## src/hdl/bpc_pkg.sv

```systemverilog
// Shared types, constants and fixed-point helpers for the barometer compensation block.
// Used by every module under hdl; depends on nothing else.
package bpc_pkg;

    // Fixed-point format of internal values: signed 64 bit, FRAC_BITS fraction bits
    localparam int FRAC_BITS = 32;

    // Pipeline timing (stage numbers count registers passed since the input beat)
    localparam int LAT_MUL    = 4;
    localparam int DIV_STEP   = 2;
    localparam int DIV_STAGES = 64 / DIV_STEP;
    localparam int LAT_DIV    = DIV_STAGES + 3;
    localparam int S_TF       = 5;
    localparam int S_POST1    = S_TF + LAT_MUL + 1;
    localparam int S_POST2    = S_POST1 + LAT_MUL + 1;
    localparam int S_N        = S_POST2 + 1;
    localparam int S_DP       = S_N + LAT_MUL;
    localparam int S_PF       = S_DP + LAT_DIV;
    localparam int S_PR1      = S_PF + LAT_MUL + 1;
    localparam int S_PR2      = S_PR1 + LAT_MUL + 1;
    localparam int S_OUT      = S_PR2 + 1;
    localparam int LATENCY    = S_OUT;

    // Configuration register indexes
    localparam logic [1:0] REG_TEMP_TRIM  = 2'd0;
    localparam logic [1:0] REG_PRESS_LOW  = 2'd1;
    localparam logic [1:0] REG_PRESS_MID  = 2'd2;
    localparam logic [1:0] REG_PRESS_HIGH = 2'd3;

    typedef logic signed [63:0]  t_q;
    typedef logic signed [127:0] t_prod;

    localparam t_q Q_MAX  = {1'b0, {63{1'b1}}};
    localparam t_q Q_MIN  = {1'b1, {63{1'b0}}};
    localparam t_q TF_OFS = t_q'(128000) <<< FRAC_BITS;

    localparam logic signed [14:0] CENTI_MIN = -15'sd4000;
    localparam logic signed [14:0] CENTI_MAX = 15'sd8500;
    localparam logic [24:0]        PRESS_MAX = {25{1'b1}};

    typedef struct packed {
        logic [7:0] press_msb;
        logic [7:0] press_lsb;
        logic [7:0] press_xlsb;
        logic [7:0] temp_msb;
        logic [7:0] temp_lsb;
        logic [7:0] temp_xlsb;
    } t_in;

    typedef struct packed {
        logic signed [14:0] temperature_centi;
        logic [24:0]        pressure_q8;
        logic               divide_fault;
    } t_out;

    // Saturate a wide signed value to the 64-bit range
    function automatic t_q f_sat(input t_prod x);
        logic fits;
        fits = (&x[127:63]) | ~(|x[127:63]);
        if (fits) begin
            return x[63:0];
        end
        return x[127] ? Q_MIN : Q_MAX;
    endfunction

    // Saturating 64-bit add
    function automatic t_q f_add(input t_q a, input t_q b);
        logic signed [64:0] s;
        s = {a[63], a} + {b[63], b};
        if (s[64] != s[63]) begin
            return s[64] ? Q_MIN : Q_MAX;
        end
        return s[63:0];
    endfunction

endpackage

```

## src/hdl/bpc_temp.sv

```systemverilog
// Temperature front end: raw offset, polynomial, fine temperature and centi-degrees.
// Five register stages; uses bpc_pkg.
module bpc_temp (
    input  logic                i_clk,
    input  logic [19:0]         i_traw,
    input  logic [15:0]         i_t1,
    input  logic signed [15:0]  i_t2,
    input  logic signed [15:0]  i_t3,
    output bpc_pkg::t_q         o_tf,
    output logic signed [14:0]  o_centi
);

    logic signed [20:0] r_ofs;
    logic signed [41:0] r_sq;
    logic signed [36:0] r_t2o;
    logic signed [36:0] r_t2o_d;
    logic signed [57:0] r_m;
    logic signed [57:0] r_num;
    bpc_pkg::t_q        r_tf;
    logic signed [14:0] r_centi;
    logic signed [60:0] n_c5;
    logic signed [18:0] n_cq;
    logic signed [14:0] n_centi;

    // num * 5 + half, floor by 2^42, clamp
    always_comb begin
        n_c5 = (61'(r_num) <<< 2) + 61'(r_num) + (61'sd1 <<< 41);
        n_cq = n_c5[60:42];
        if (n_cq < bpc_pkg::CENTI_MIN) begin
            n_centi = bpc_pkg::CENTI_MIN;
        end else if (n_cq > bpc_pkg::CENTI_MAX) begin
            n_centi = bpc_pkg::CENTI_MAX;
        end else begin
            n_centi = n_cq[14:0];
        end
    end

    always_ff @(posedge i_clk) begin
        r_ofs   <= signed'({1'b0, i_traw}) - signed'({1'b0, i_t1, 4'b0});
        r_sq    <= r_ofs * r_ofs;
        r_t2o   <= i_t2 * r_ofs;
        r_m     <= r_sq * i_t3;
        r_t2o_d <= r_t2o;
        r_num   <= r_m + (58'(r_t2o_d) <<< 20);
        r_tf    <= (bpc_pkg::t_q'(r_num) >>> (34 - bpc_pkg::FRAC_BITS)) - bpc_pkg::TF_OFS;
        r_centi <= n_centi;
    end

    assign o_tf    = r_tf;
    assign o_centi = r_centi;

endmodule

```

## config.mk

```make
export PLATFORM = sky130hd
export DESIGN_NAME = bpc_temp
export DESIGN_NICKNAME = d
export VERILOG_FILES = /design/src/hdl/bpc_pkg.sv /design/src/hdl/bpc_temp.sv
export SDC_FILE = /design/constraint.sdc
export NUM_CORES = 2
export LEC_CHECK = 0
export BUFFER_PORTS_ARGS = -buffer_cell sky130_fd_sc_hd__clkbuf_2
export CAP_MARGIN = 0
export CORE_ASPECT_RATIO = 0.75
export CORE_MARGIN = 2
export CORE_UTILIZATION = 60
export CTS_CLUSTER_DIAMETER = 200
export DETAILED_ROUTE_END_ITERATION = 6
export HOLD_SLACK_MARGIN = 0.15
export PLACE_DENSITY = 0.8
export SYNTH_ARGS = -nofsm -noshare
export SYNTH_HDL_FRONTEND = slang
export SYNTH_SLANG_ARGS = --single-unit
```

## constraint.sdc

```tcl
create_clock -name i_clk -period 7.48 [get_ports i_clk]
set_input_delay 0.374 -clock i_clk [delete_from_list [all_inputs] [get_ports i_clk]]
set_output_delay 0.374 -clock i_clk [all_outputs]
set_load 0.05 [all_outputs]
```

Yosys cells after proc, flatten, opt, wreduce, memory -nomap -nowiden
Cells that the tools add are included.
{"block": "word_totals", "register_bits": 325, "elab_cells": 21}
{"block": "classes", "addsub": 5, "magnitude_cmp": 2, "mul": 3, "mux": 1, "reduce_logical": 1}
{"op": "60-bit by 58-bit adder with 61-bit output", "count": 1}
{"op": "61-bit by 43-bit adder with 61-bit output (second input constant)", "count": 1}
{"op": "58-bit by 57-bit adder with 58-bit output", "count": 1}
{"op": "42-bit by 16-bit multiplier with 58-bit output", "count": 1}
{"op": "56-bit by 50-bit subtractor with 57-bit output (second input constant)", "count": 1}
{"op": "21-bit by 21-bit multiplier with 42-bit output", "count": 1}
{"op": "16-bit by 21-bit multiplier with 37-bit output", "count": 1}
{"op": "20-bit by 20-bit subtractor with 21-bit output", "count": 1}
{"op": "19-bit by 15-bit greater-than comparator with 1-bit output (second input constant)", "count": 1}
{"op": "19-bit by 13-bit < comparator with 1-bit output (second input constant)", "count": 1}
{"op": "15-bit two-way mux", "count": 1}
{"op": "2-bit OR reduction", "count": 1}

Logic depth before layout (Yosys ltp)
{"block": "depth", "depth_word": 4, "mapped_depth": 29}

Worst setup path after synthesis
No wires, ideal clock.
{"block": "synth_path", "path_type": "register to register", "start": "register r_ofs[9]", "end": "register r_sq[40]", "setup_ns": 0.062, "stages_incl_launch_ff": 28, "path_buffers": 2, "setup_slack_ns": 0.370, "arrival_time_ns": 7.048, "cell_sequence": "dfxtp_1 clkbuf_1 clkbuf_1 nand2_1 fa_1 inv_1 fa_1 inv_1 fa_1 inv_1 fa_1 inv_1 fa_1 inv_1 fa_1 fa_1 ha_1 a21o_1 a21o_1 a21oi_1 o31ai_1 a41o_1 a21oi_1 o21ai_1 a211oi_2 o21ai_1 or4_1 nand3_1"}
{"block": "synth_between", "elab_chain_cells": 1}
{"item": "start, declared", "line_no": "bpc_temp.sv:13", "rtl": "logic signed [20:0] r_ofs;"}
{"item": "start signal, assigned", "line_no": "bpc_temp.sv:39", "rtl": "r_ofs <= signed'({1'b0, i_traw}) - signed'({1'b0, i_t1, 4'b0});"}
{"item": "21-bit by 21-bit multiplier with 42-bit output", "line_no": "bpc_temp.sv:40", "rtl": "r_sq <= r_ofs * r_ofs;"}
{"item": "end signal, assigned", "line_no": "bpc_temp.sv:40"}
{"item": "end, declared", "line_no": "bpc_temp.sv:14", "rtl": "logic signed [41:0] r_sq;"}
Every way passes these cells.
A chain may end at the register's enable or synchronous reset.

Worst setup path in the final report
{"block": "layout_path", "start": "register r_sq[25]", "end": "register r_m[54]"}
{"block": "layout_between", "elab_chain_cells": 1}
{"item": "42-bit by 16-bit multiplier with 58-bit output", "line_no": "bpc_temp.sv:42", "rtl": "r_m <= r_sq * i_t3;"}
{"item": "end signal, assigned", "line_no": "bpc_temp.sv:42"}
{"item": "end, declared", "line_no": "bpc_temp.sv:17", "rtl": "logic signed [57:0] r_m;"}
Every way passes these cells.

==> impl_metrics.py <==
metrics = {
    "setup_path": {
        "path_class": "reg -> reg",
        "start_kind": "flip-flop",
        "path_delay_family": "adder cells",
        "arrival_ps": 7680,
        "crit_path_cell_trace": "nand2_1 -> fa_1 -> inv_1 -> fa_1 -> fa_1 -> fa_1 -> fa_1 -> inv_1 -> fa_1 -> inv_1 -> ha_1 -> and4_1 -> and3_1 -> nand3_1 -> a2111oi_0 -> buf_4 -> o31ai_1 -> buf_4 -> o221ai_1 -> o31a_1 -> a21o_1 -> a21oi_1 -> xnor2_1",
        "cpMaxStageDelayCell": "dfxtp_1",
        "critPathBufInv": 5,
        "cp_max_fo": 16,
        "end_kind": "flip-flop",
        "cpMostUsedCell": "fa_1",
        "max_stage_delay_ps": 900,
        "cp.required_ps": 8000,
    },
    "timing": {
        "finalMaxSlewViolations": 0,
        "setup_viol_count_final": 0,
        "post-route-min-period_ps": 7158,
        "slew_headroom_pct": 40.61,
        "hold_viol_final": 0,
        "worst_hold_slack_ps": 169.2,
        "worst_slack_ps": 321.7,
        "clock_skew_ps": 59.16,
        "tightest_slew_ps": 889.7,
        "max_freq_mhz": 139.7,
        "min_period_over_period_pct": 95.70,
    },
    "floorplanning": {
        "coreArea_um2": 103100,
        "io_pins": 148,
        "dieArea_um2": 106500,
        "fp.dieW_um": 376.2,
        "num_rows": 102,
        "die_h_um": 283.1,
        "initial_core_util_pct": 60.45,
    },
    "yosys": {
        "synthXorXnorAreaFrac_pct": 3.256,
        "ys_ff_latch": 324,
        "synth.distinct_cells": 93,
        "syn-instance-count": 6779,
        "netlist_area_um2": 62330,
        "synth_simple_gate_area_share_pct": 13.18,
        "synth_mux_area_share_pct": 0.05219,
        "synth_compound_area_share_pct": 7.160,
        "async_flop_share_pct": 0,
        "netlist.top_cell.by_area": "fa_1",
        "ys.flop_type": "dfxtp_1",
        "synthAdderAreaFrac_pct": 54.35,
        "avgSynthCellArea_um2": 9.195,
        "ys_seq_area_share_pct": 10.41,
        "synth_top_area_share_pct": 43.93,
        "synth_top_family_by_area": "adder cells",
        "synth-edff-count": 0,
        "synth_warnings": 0,
        "ys_top_cells_by_area": "fa_1 (44%), ha_1 (10%), dfxtp_1 (10%)",
    },
    "clock_tree": {
        "cts_tree": "built",
        "cts_sinks": 324,
        "clockBufferDepth": 3,
        "cts-root-buf": "clkbuf_16",
        "insertion_delay_ps": 630,
        "path_clk_slew_ps": 80,
        "cts_max_level": 2,
        "cts_buffers": 35,
    },
    "place": {
        "dp_hpwl_um": 132500,
        "gp_congestion": 0.9710,
        "dp_slack_ps": 58.32,
        "io_buffer_count": 147,
    },
    "route": {
        "wl_um": 154900,
        "firstDrtPassIters": 6,
        "ant_nets": 0,
        "first_iter_violations": 3507,
        "drcViolationCount": 0,
        "vias": 45630,
        "avgRoutedWirePerCell_um": 18.65,
        "via_per_inst": 5.493,
    },
    "global_route": {
        "grt_max_degree": 36,
        "antenna_found_initial": 2,
        "grt_pass1_wl_um": 256500,
        "track_usage_pct": 30.23,
        "overflow": 0,
        "grt_pass1_vias": 49630,
    },
    "layout": {
        "antenna_cells": 0,
        "final_nets": 8889,
        "drive_gt1_share_pct": 6.815,
        "final_cell_mix": "inv_1 (1666), fa_1 (1368), nand2_1 (883), ha_1 (519), and2_1 (391)",
        "syn2layout_area_growth_pct": 7.208,
        "layout_commonest_cell": "inv_1",
    },
    "status": {
        "outcome": "complete, no violations",
    },
    "worst_hold_path": {
        "hold_class": "in -> reg",
    },
    "job": {
        "maxCapViolCount": 0,
    },
}
==> area by class of cell <==
type,instances,area [um^2]
clock buffers,39,920.9
clock inverters,20,287.8
fillers,8078,36290
inverters,1668,6261
multi-input cells,4546,48670
flip-flops and latches,324,6506
well taps,1352,1692
repair buffers,358,2495
==> state kept, by name, summed over array words and instances, names as in the netlist <==
| signal | count |
|---|---|
| r_m | 58 |
| r_num | 58 |
| o_tf | 57 |
| r_sq | 41 |
| r_t2o | 37 |
| r_t2o_d | 37 |
| r_ofs | 21 |
| o_centi | 15 |
==> layer usage <==
metal	vias up	GRT usage, %	routed length, um
li1	20530	-	-
met1	22920	41.81	63260
met2	1883	47.85	70980
met3	295	6.878	15370
met4	2	8.940	5309
met5	-	0	13
==> cell families (layout without fill, tap and decap cells) <==
kind of cell	after synthesis	after routing
buffers and inverters	1914	2085
adders and majority gates	1887	1887
other	2	7
xor gates and xnor gates	230	230
DFF	324	324
muxes	3	3
and+or+nand+nor	1744	1744
AOI/OAI and AO/OA	675	675
==> repair_timing <==
action / 4_1_cts / 5_1_grt
buffers inserted: 0 / 0
setup endpoints to repair: 0 / 14
endpoints found under the hold margin: 9 / 0
hold buffers: 10 / 0
resized for setup: 0 / 19
==> worst paths after layout <==
check	start	to	slack (ps)	cells after the start
worst min register to register	r_t2o[11]	r_t2o_d[11]	280	0
worst min-delay path	i_t1[9]	r_ofs[13]	170	4
worst max register to register	r_sq[25]	r_m[54]	320	23
worst max-delay path	r_sq[25]	r_m[54]	320	23
==> tightest hold or removal path, stage by stage <==
cell and delay (ps):
clkbuf_2 80, inv_1 50, ha_1 170, xnor2_1 90
==> cells in the mapped netlist, types with 106 or more instances <==
master and count:
a21o_1 114, dfxtp_1 324, ha_1 519, nor2_1 205, xnor2_1 162, nand2_1 883, clkbuf_1 232, a21oi_1 213
fa_1 1368, inv_1 1666, and2_1 391, o21ai_0 106
==> stage by stage <==
stage	util (%)	area (um^2)	setup TNS [ps]	instances
after floorplan	-	62350	0	6784
after global placement	63.50	65480	0	8238
after detailed placement	63.50	65480	0	8238
after CTS	64.77	66790	0	8307
after global routing	64.81	66830	-6.201	8307
final	64.81	66830	0	8307
Power is not shown: default switching activity piles up to over one toggle a cycle in this logic, so the estimate is an artifact.
